--- src/design/assert_macros.svh ---
// Assertion helpers for the design files; only the top-level search module includes them.
`ifndef ASSERT_MACROS_SVH
`define ASSERT_MACROS_SVH

// Same-cycle implication, off during reset.
`define CHECK_IMPLIES(label, clk, rst, cond, expr, msg) \
  label: assert property (@(posedge clk) disable iff (rst) (cond) |-> (expr)) \
    else $error(msg);

// Next-cycle implication, off during reset.
`define CHECK_NEXT(label, clk, rst, cond, expr, msg) \
  label: assert property (@(posedge clk) disable iff (rst) (cond) |=> (expr)) \
    else $error(msg);

`endif

--- src/design/mbps_pkg.sv ---
`timescale 1ns / 1ps

package mbps_pkg;

  localparam int MAX_PATTERN_BYTES = 32;
  localparam int OFFSET_BITS       = 32;
  localparam int MATCH_OFFSET_W    = 32;
  localparam int BYTE_W            = 8;
  localparam int PAT_WORD_W        = 64;
  localparam int PAT_WORDS         = 4;
  localparam int PAT_IDX_W         = $clog2(MAX_PATTERN_BYTES);
  localparam int LEN_W             = 6;
  localparam int CARE_W            = 32;
  localparam int CFG_INDEX_W       = 3;
  localparam int CFG_DATA_W        = 64;

  // Configuration register indexes
  localparam logic [CFG_INDEX_W-1:0] REG_PATTERN_WORD_0 = 3'd0;
  localparam logic [CFG_INDEX_W-1:0] REG_PATTERN_WORD_1 = 3'd1;
  localparam logic [CFG_INDEX_W-1:0] REG_PATTERN_WORD_2 = 3'd2;
  localparam logic [CFG_INDEX_W-1:0] REG_PATTERN_WORD_3 = 3'd3;
  localparam logic [CFG_INDEX_W-1:0] REG_CARE_MASK      = 3'd4;
  localparam logic [CFG_INDEX_W-1:0] REG_PATTERN_LENGTH = 3'd5;

  typedef logic [BYTE_W-1:0]          byte_t;
  typedef logic [OFFSET_BITS-1:0]     cnt_t;
  typedef logic [LEN_W-1:0]           len_t;
  typedef logic [MATCH_OFFSET_W-1:0]  offset_t;
  typedef logic [CFG_INDEX_W-1:0]     cfg_index_t;
  typedef logic [CFG_DATA_W-1:0]      cfg_data_t;
  typedef logic [MAX_PATTERN_BYTES-1:0][BYTE_W-1:0] win_t;

  // Pattern laid out by window age: entry a is compared with the byte of age a
  typedef struct packed {
    len_t                        len;
    logic [MAX_PATTERN_BYTES-1:0] care;
    win_t                        bytes;
  } aligned_t;

endpackage

--- src/design/mbps_scan_if.sv ---
`timescale 1ns / 1ps

interface mbps_scan_if;
  import mbps_pkg::*;

  logic  valid;
  logic  ready;
  byte_t data_byte;
  logic  region_end;

  modport source (output valid, data_byte, region_end, input ready);
  modport sink (input valid, data_byte, region_end, output ready);
endinterface

--- src/design/mbps_result_if.sv ---
`timescale 1ns / 1ps

interface mbps_result_if;
  import mbps_pkg::*;

  logic    valid;
  logic    ready;
  logic    found;
  offset_t match_offset;

  modport source (output valid, found, match_offset, input ready);
  modport sink (input valid, found, match_offset, output ready);
endinterface

--- src/design/masked_byte_pattern_search.sv ---
`timescale 1ns / 1ps
// Channel | Dir | Fields                    | Handshake
// scan    | in  | data_byte, region_end     | valid/ready, taken when both high
// result  | out | found, match_offset       | valid/ready, taken when both high
// cfg     | in  | cfg_index, cfg_data       | written when cfg_we is high
//
// One byte is taken every cycle unless a stalled result holds scan. A byte is registered in
// the window stage and its result, if any, in the result register. The rate is set by the
// parallel window compare between the window register and the result register. Reset is
// synchronous and active high. The aligned pattern is registered from the configuration
// registers. A stalled result register holds the window stage, which then holds scan.

module masked_byte_pattern_search (
  input  logic                 clk,
  input  logic                 rst,
  input  logic                 cfg_we,
  input  mbps_pkg::cfg_index_t cfg_index,
  input  mbps_pkg::cfg_data_t  cfg_data,
  mbps_scan_if.sink            scan,
  mbps_result_if.source        result
);
  import mbps_pkg::*;

  `include "assert_macros.svh"

  aligned_t                     aligned;
  win_t                         win;
  cnt_t                         count;
  cnt_t                         count_next;
  logic                         s1_valid;
  logic                         s1_last;
  logic                         reported;
  logic                         out_valid;
  logic                         found;
  offset_t                      match_offset;
  logic                         accept;
  logic                         adv;
  logic                         fire;
  logic                         match;
  logic                         hit;
  logic                         miss;
  logic [MAX_PATTERN_BYTES-1:0] pos_ok;

  mbps_cfg u_cfg (
    .clk       (clk),
    .rst       (rst),
    .cfg_we    (cfg_we),
    .cfg_index (cfg_index),
    .cfg_data  (cfg_data),
    .aligned   (aligned)
  );

  assign adv        = !out_valid || result.ready;
  assign scan.ready = !s1_valid || adv;
  assign accept     = scan.valid && scan.ready;
  assign fire       = s1_valid && adv;

  // Restart the count after a region end; saturate at the top
  always_comb begin
    priority if (s1_last) begin
      count_next = cnt_t'(1);
    end else if (count == '1) begin
      count_next = count;
    end else begin
      count_next = count + cnt_t'(1);
    end
  end

  // Window stage: shift in the new byte
  always_ff @(posedge clk) begin
    if (rst) begin
      s1_valid <= 1'b0;
      s1_last  <= 1'b0;
      count    <= '0;
    end else begin
      if (accept) begin
        s1_valid <= 1'b1;
        s1_last  <= scan.region_end;
        count    <= count_next;
      end else if (adv) begin
        s1_valid <= 1'b0;
      end
    end
  end

  always_ff @(posedge clk) begin
    if (accept) begin
      win <= {win[MAX_PATTERN_BYTES-2:0], scan.data_byte};
    end
  end

  // Compare every window position against the aligned pattern
  always_comb begin
    for (int a = 0; a < MAX_PATTERN_BYTES; a++) begin
      pos_ok[a] = !aligned.care[a] || (win[a] == aligned.bytes[a]);
    end
  end

  assign match = &pos_ok;
  assign hit   = !reported && (count >= cnt_t'(aligned.len)) && match;
  assign miss  = s1_last && !reported && !hit;

  // Track whether this region has already reported a match
  always_ff @(posedge clk) begin
    if (rst) begin
      reported <= 1'b0;
    end else if (fire) begin
      if (s1_last) begin
        reported <= 1'b0;
      end else if (hit) begin
        reported <= 1'b1;
      end
    end
  end

  // Result register: load when free or drained, drop bytes with no result
  always_ff @(posedge clk) begin
    if (rst) begin
      out_valid <= 1'b0;
    end else if (adv) begin
      out_valid <= fire && (hit || miss);
    end
  end

  always_ff @(posedge clk) begin
    if (adv) begin
      found        <= hit;
      match_offset <= hit ? offset_t'(count - cnt_t'(aligned.len)) : '0;
    end
  end

  assign result.valid        = out_valid;
  assign result.found        = found;
  assign result.match_offset = match_offset;

  `CHECK_IMPLIES(a_count_live, clk, rst, s1_valid, count != '0, "window stage holds zero count")
  `CHECK_NEXT(a_hit_marks, clk, rst, fire && hit && !s1_last, reported, "match not recorded")
  `CHECK_NEXT(a_end_clears, clk, rst, fire && s1_last, !reported, "region end left report flag")

endmodule

--- src/design/mbps_cfg.sv ---
`timescale 1ns / 1ps

module mbps_cfg (
  input  logic                clk,
  input  logic                rst,
  input  logic                cfg_we,
  input  mbps_pkg::cfg_index_t cfg_index,
  input  mbps_pkg::cfg_data_t cfg_data,
  output mbps_pkg::aligned_t  aligned
);
  import mbps_pkg::*;

  logic [PAT_WORDS-1:0][PAT_WORD_W-1:0] pattern_words;
  logic [CARE_W-1:0]                    care_mask;
  len_t                                 pattern_length;
  win_t                                 pat_bytes;
  len_t                                 len_used;
  aligned_t                             aligned_next;

  // Hold the configuration registers
  always_ff @(posedge clk) begin
    if (rst) begin
      pattern_words  <= '0;
      care_mask      <= '0;
      pattern_length <= len_t'(1);
    end else if (cfg_we) begin
      unique case (cfg_index)
        REG_PATTERN_WORD_0,
        REG_PATTERN_WORD_1,
        REG_PATTERN_WORD_2,
        REG_PATTERN_WORD_3: pattern_words[cfg_index[1:0]] <= cfg_data;
        REG_CARE_MASK:      care_mask <= cfg_data[CARE_W-1:0];
        REG_PATTERN_LENGTH: pattern_length <= cfg_data[LEN_W-1:0];
        default: ;
      endcase
    end
  end

  assign pat_bytes = pattern_words;

  // Clamp the length to 1..MAX_PATTERN_BYTES
  always_comb begin
    priority if (pattern_length == '0) begin
      len_used = len_t'(1);
    end else if (pattern_length > len_t'(MAX_PATTERN_BYTES)) begin
      len_used = len_t'(MAX_PATTERN_BYTES);
    end else begin
      len_used = pattern_length;
    end
  end

  // Reverse the used pattern so byte j lines up with window age len-1-j
  always_comb begin
    len_t j;
    aligned_next.len = len_used;
    for (int a = 0; a < MAX_PATTERN_BYTES; a++) begin
      j = len_used - len_t'(a) - len_t'(1);
      aligned_next.bytes[a] = pat_bytes[j[PAT_IDX_W-1:0]];
      aligned_next.care[a]  = (len_t'(a) < len_used) & care_mask[j[PAT_IDX_W-1:0]];
    end
  end

  // Register the aligned view; a write reaches it through the configuration registers
  always_ff @(posedge clk) begin
    aligned <= aligned_next;
  end

endmodule
--- src/flat_wrapper.sv ---
// flat-port wrapper written by rule: the top's interface ports become plain ports
module masked_byte_pattern_search_flat import mbps_pkg::*;
  (clk, rst, cfg_we, cfg_index, cfg_data, scan_valid, scan_data_byte, scan_region_end, scan_ready, result_valid, result_found, result_match_offset, result_ready);
  mbps_scan_if scan_i ();
  mbps_result_if result_i ();
  input  logic clk;
  input  logic rst;
  input  logic cfg_we;
  input  mbps_pkg::cfg_index_t cfg_index;
  input  mbps_pkg::cfg_data_t cfg_data;
  input wire logic [$bits(scan_i.valid)-1:0] scan_valid;
  input wire logic [$bits(scan_i.data_byte)-1:0] scan_data_byte;
  input wire logic [$bits(scan_i.region_end)-1:0] scan_region_end;
  output wire logic [$bits(scan_i.ready)-1:0] scan_ready;
  output wire logic [$bits(result_i.valid)-1:0] result_valid;
  output wire logic [$bits(result_i.found)-1:0] result_found;
  output wire logic [$bits(result_i.match_offset)-1:0] result_match_offset;
  input wire logic [$bits(result_i.ready)-1:0] result_ready;
  assign scan_i.valid = scan_valid;
  assign scan_i.data_byte = scan_data_byte;
  assign scan_i.region_end = scan_region_end;
  assign scan_ready = scan_i.ready;
  assign result_valid = result_i.valid;
  assign result_found = result_i.found;
  assign result_match_offset = result_i.match_offset;
  assign result_i.ready = result_ready;
  masked_byte_pattern_search u_core (.clk(clk), .rst(rst), .cfg_we(cfg_we), .cfg_index(cfg_index), .cfg_data(cfg_data), .scan(scan_i), .result(result_i));
endmodule
--- config.mk ---
export PLATFORM = sky130hd
export DESIGN_NAME = masked_byte_pattern_search_flat
export DESIGN_NICKNAME = d
export VERILOG_FILES = /design/src/design/mbps_pkg.sv /design/src/design/mbps_scan_if.sv /design/src/design/mbps_result_if.sv /design/src/design/masked_byte_pattern_search.sv /design/src/design/mbps_cfg.sv /design/src/flat_wrapper.sv
export VERILOG_INCLUDE_DIRS = /design/src /design/src/design
export SDC_FILE = /design/constraint.sdc
export NUM_CORES = 2
export LEC_CHECK = 0
export ABC_AREA = 0
export BUFFER_PORTS_ARGS = -buffer_cell sky130_fd_sc_hd__clkbuf_2
export CORE_UTILIZATION = 30
export DETAILED_ROUTE_END_ITERATION = 16
export HOLD_SLACK_MARGIN = 0.06
export SYNTH_ARGS = -nofsm -noshare
export SYNTH_HDL_FRONTEND = slang
export SYNTH_SLANG_ARGS = --single-unit
--- constraint.sdc ---
create_clock -name clk -period 7.9 [get_ports clk]
set_clock_uncertainty 0.1 [all_clocks]
set_input_delay 1.58 -clock clk [delete_from_list [all_inputs] [get_ports clk]]
set_output_delay 1.58 -clock clk [all_outputs]
set_load 0.02 [all_outputs]
# [After elaboration in Yosys (flattened, before gate mapping)]
# Cells that the tools add are included.
[word_totals] reg_bits=913 latch_bits=0 ram_bits=0 romBits=0 out_inout_bits=35 memories=0
[classes] add_sub_neg=64 mul=0 n_div=0 order_cmp=68 eq_ne=39 shift=0 muxes=139 n_bitwise=32 n_reduce_logical=90
[ops] cell="$bmux 8 s5" count=32
[ops] cell="$bwmux 256" count=1
[ops] cell="$eq 8x8->1" count=32
[ops] cell="$mux 8" count=32
[ops] cell="$lt 5x6->1 const B" count=32
[ops] cell="$bmux 1 s5" count=32
[ops] cell="$sub 5x1->5 const B" count=32
[ops] cell="$demux 64 s2" count=1
[ops] cell="$lt 5x6->1 const A" count=16
[ops] cell="$sub 5x5->5 const B" count=16
[ops] cell="$mux 32" count=2
[ops] cell="$mux 64" count=1
[ops] cell="$lt 4x6->1 const A" count=8
[ops] cell="$sub 5x4->5 const B" count=8
[ops] cell="$logic_not 1->1" count=36
[ops] cell="$mux 1" count=36
[ops] cell="$logic_or 1x1->1" count=35
[ops] cell="$add 32x1->32 const B" count=1
[ops] cell="$and 1x1->1" count=32
[ops] cell="$eq 32x32->1 const B" count=1
[ops] cell="$ge 32x6->1" count=1
[ops] cell="$reduce_and 32->1" count=1
[ops] cell="$sub 32x6->32" count=1
[ops] cell="$lt 3x6->1 const A" count=4
[ops] cell="other kinds (18)" count=39

# [Depth between registers and ports, before layout]
[depth] ltp_word=8 mapped_depth=19 mapped_depth_nobuf=12

# [Modules after synthesis]
# Synthesis repeated with hierarchy kept, for this count alone.
[unflattened] hier_cells=5984 area_unflattened_um2=54954.0
[by_module_without_submodules] module="mbps_cfg" n_inst=1 cells_each=4986 area_per_inst_um2=40820.4 seq_area_each_um2=11771.3
[by_module_without_submodules] module="masked_byte_pattern_search" n_inst=1 cells_each=998 area_per_inst_um2=14133.6 seq_area_each_um2=9399.0

# [Least setup slack after synthesis]
# OpenSTA, ideal clock, no wires.
[synth_path] kind="input -> register" startpoint="input port result_ready" endpoint="register u_core.count[1]" setup_time_ps=128 arrival_time_ps=7888 required_ps=7672 path_slack_ps=-215 cell_stages=6 path_buffers=1 cell_sequence="nand3b_1 nand2_1 inv_1 a21o_1 clkbuf_1 nor2_1"
[synth_via] elab_chain_len=4
[synth_lines] element="start, declared" line="flat_wrapper.sv:18" source="input wire logic [$bits(result_i.ready)-1:0] result_ready;"
[synth_lines] element="$logic_or 1x1->1" line="masked_byte_pattern_search.sv:53" source="assign adv = !out_valid || result.ready;"
[synth_lines] element="$logic_or 1x1->1" line="masked_byte_pattern_search.sv:54" source="assign scan.ready = !s1_valid || adv;"
[synth_lines] element="$logic_and 1x1->1" line="masked_byte_pattern_search.sv:55" source="assign accept = scan.valid && scan.ready;"
[synth_lines] element="named net u_core.accept" line="masked_byte_pattern_search.sv:36" source="logic accept;"
[synth_lines] element="$reduce_and 2->1 (no line)"
[synth_lines] element="end signal, assigned" line="masked_byte_pattern_search.sv:79" source="count <= count_next;"
[synth_lines] element="end, declared" line="masked_byte_pattern_search.sv:28" source="cnt_t count;"
# The timed path passes the listed nets, and every way through them passes these cells.
# A chain may end at the register's enable or synchronous reset.

==> flow_summary.toml <==
[yosys]
syn_area_per_cell_sq_um = 9.832
yosysWarningCount = 0
post_synthesis_instance_area_sq_um = 50470
yosysUniqueCellTypes = 67
synth-seq-area-share_pct = 41.95
synth_edf_count = 289
synth_nets = 5234
ys_ff_latch = 913
synthCells = 5133
fraction_of_registers_with_async_set_or_reset_after_synthesis_pct = 0
dominantRegCellSynth = "dfxtp_1"

[run_status]
outcome = "completed"

[worst_setup_path]
timing.critical_path.from_type = "flop"
critPathMaxStageDelay_ns = 0.84
crit_fanout = 68
setup.worst_path.class = "flop to flop"
critical-path-slowest-cell = "nor2_4"
worst-endpoint-required_ns = 8.40
cp_cell_sequence = "nor2b_4 > buf_4 > inv_1 > ha_1 > nor2_4 > buf_4 > mux4_2 > mux2i_1 > mux2i_1 > mux2_2"
r2r_start = "u_core.u_cfg.pattern_length[1]"
worstSetupEndpointType = "flop"
cp_data_arrival_time_ns = 5.68
timing.reg2reg.worst_path_depth = 10
setup.reg_to_reg.worst_slack_ns = 2.72
regToRegEndpoint = "u_core.u_cfg.aligned[167]"

[timing]
slew-limit-headroom_pct = 5.983
hold-worst-slack_ns = 0.3645
timing_worst_slew_pin_value_ns = 1.409
report.final.slew_viol_count = 0
period_share_pct = 65.58
timing.final.crit_period_ns = 5.181
grt_setup_unrepaired = "no"
achievable-frequency_mhz = 193.0
finalWorstSetupSlack_ns = 2.719
tns_ns = 0
finalHoldViolCount = 0
setup_viol_count_final = 0

[drt]
drtIter0Drc = 5139
drt_drc_violations_left = 0
route.detailed.wl_per_inst_microns = 26.57
drt-pass1-iter-count = 8
vias_post_dr = 40440
route.detailed.vias_per_inst = 5.510
finalWirelength_mm = 195.0
number_of_nets_with_antenna_violations_after_routing = 0

[cells_and_area]
finish.utilization_pct = 33.67
layout-area-overhead-vs-synth_pct = 11.45
drive_above_1_share_pct = 14.87
fin_nets = 5155

[floorplan]
area_of_the_die_sq_um = 169900
io_pins = 116
effective_utilization_at_floorplan_pct = 30.21
fp.dieH_microns = 412.2
num_rows = 150
die-width_microns = 412.2
core_sq_um = 167000

[place]
gp_routability_congestion = 0.9867
place_hpwl_mm = 147.1
post_place_setup_slack_ns = 2.832
port-buffer-count = 115

[clocking]
tritoncts_num_sinks = 913
post_cts_resized = 0
ctsLongestPathBuffers = 3
ctsRootBufferMaster = "clkbuf_16"
postCtsHoldBufs = 0
postCtsSetupRepairBufs = 0
tritoncts_clock_tree = "done"
clkLatencyLatePin_ns = 0.74
htree_num_levels = 3
cts_buffers = 95
clkTransAtPathRegs_ns = 0.07

[hold_path]
min_delay_worst_endpoint = "u_core.win[214]"
whs_path_depth = 0
holdCritPathClass = "flop to flop"
worstHoldStart = "u_core.win[206]"

[global_route]
grtUsageTotal_pct = 22.41
grt_antenna_before_repair = 16
grt_overflow_total = 0
global_route_wire_length_before_repair_mm = 273.6
maximum_number_of_pins_on_one_net_before_global_route_repair = 207
vias_in_the_first_global_route = 36445

[power]
power.leakage_uw = 0.02082
irDropWorstVdd_mv = 0.1731
cellPowerDensity_nw_per_um2 = 203.8

[job]
cap_violations = 0
==> cells by family (layout without fill, tap and decap cells) <==
kind of cell / count (synthesis) / count (layout) / synth area share, %
buf+inv: 385 / 382 / 3.419
fa+ha+maj: 20 / 20 / 0.5107
flops: 913 / 913 / 41.95
compound gates: 587 / 587 / 6.570
xor+xnor: 334 / 334 / 5.893
simple gates: 1893 / 1893 / 15.77
mux: 1001 / 1001 / 25.89
other cells: 0 / 5 / 0
==> cell usage after synthesis, types with 28 or more instances <==
cell	number	share of area, %
nand3_1	28	0.28
mux2i_1	618	12
nand2_1	1469	11
mux4_2	228	10
o21ai_0	62	0.61
and3_1	143	1.8
buf_1	53	0.39
a31oi_1	139	1.7
mux2_2	155	3.5
buf_4	39	0.58
buf_2	59	0.59
clkbuf_1	196	1.5
edfxtp_1	289	17
nor2_1	96	0.71
nand4_1	76	0.94
dfxtp_1	624	25
a21oi_1	328	3.3
xnor2_1	296	5.1
xor2_1	33	0.57
==> placed cells by master, fill, tap and decap left out, types with 27 or more instances in the layout <==
| cell | netlist | layout |
|---|---|---|
| xor2_1 | 33 | 32 |
| o21ai_0 | 62 | 61 |
| nand3_1 | 28 | 27 |
| clkbuf_2 | 0 | 114 |
| clkbuf_16 | 0 | 98 |
| mux4_2 | 228 | 228 |
| dfxtp_1 | 624 | 624 |
| a31oi_1 | 139 | 139 |
| nand2_1 | 1469 | 1467 |
| buf_4 | 39 | 57 |
| edfxtp_1 | 289 | 289 |
| and3_1 | 143 | 142 |
| nor2_1 | 96 | 94 |
| nand4_1 | 76 | 76 |
| mux2i_1 | 618 | 618 |
| mux2_2 | 155 | 155 |
| a21oi_1 | 328 | 327 |
| xnor2_1 | 296 | 286 |
==> flip-flops by register name, indices dropped and copies added, names as in the netlist <==
name                         flops
u_core.reported                  1
u_core.s1_last                   1
u_core.u_cfg.aligned           294
u_core.s1_valid                  1
u_core.result.found              1
u_core.u_cfg.care_mask          32
u_core.u_cfg.pattern_length      6
u_core.count                    32
u_core.win                     256
u_core.result.match_offset      32
u_core.result.valid              1
u_core.u_cfg.pat_bytes         256
==> metal layers <==
metal,vias up,share of wire (%),GRT usage [%]
li1,18009,-,-
met4,8,5.6,11.21
met2,2117,43,33.03
met3,314,10,5.153
met5,-,0.029,0
met1,19992,41,30.59
==> area by class of cell <==
class                   instances  area, sq um
flip-flops and latches        913        21170
clock inverters                34        447.9
clock buffers                 139         2766
multi-input cells            3835        27810
repair buffers                179         1154
inverters                      30        128.9
fillers                     16911       110800
diodes                          5        12.51
well taps                    2204         2758
==> how the worst max path moves through the flow <==
stage | slack [ns] | cells past startpoint | end | startpoint
after floorplan | 1.38 | 3 | u_core.win[0] | result_ready
after global placement | 2.93 | 10 | u_core.u_cfg.aligned[167] | u_core.u_cfg.pattern_length[4]
after detailed placement | 2.83 | 10 | u_core.u_cfg.aligned[39] | u_core.u_cfg.pattern_length[4]
after CTS | 2.76 | 10 | u_core.u_cfg.aligned[167] | u_core.u_cfg.pattern_length[4]
after global routing | 2.47 | 10 | u_core.u_cfg.aligned[167] | u_core.u_cfg.pattern_length[4]
final | 2.72 | 10 | u_core.u_cfg.aligned[167] | u_core.u_cfg.pattern_length[1]
==> per-stage QoR <==
step | total power [uW] | std cells | area (sq um)
3_5_place_dp | 6857 | 7161 | 53020
3_3_place_gp | 6834 | 7161 | 53020
2_1_floorplan | 6247 | 5133 | 50470
5_1_grt | 11790 | 7336 | 56240
6_report | 11460 | 7339 | 56250
4_1_cts | 11510 | 7334 | 56230
==> critical path, delay by kind of cell, from the launching register on <==
family	cells	cell delay, ns
flip-flops	1	0.62
multiplexers	4	1.23
adder cells (fa/ha/maj)	1	0.48
buffers and inverters	3	1.40
AND/OR/NAND/NOR	2	1.17
==> where the power goes <==
part,switching (uW),internal [uW]
Sequential,231,5110
Clock,2030,2650
Combinational,929,512
Total,3190,8270
No activity file was read; power rests on OpenSTA's default activity.
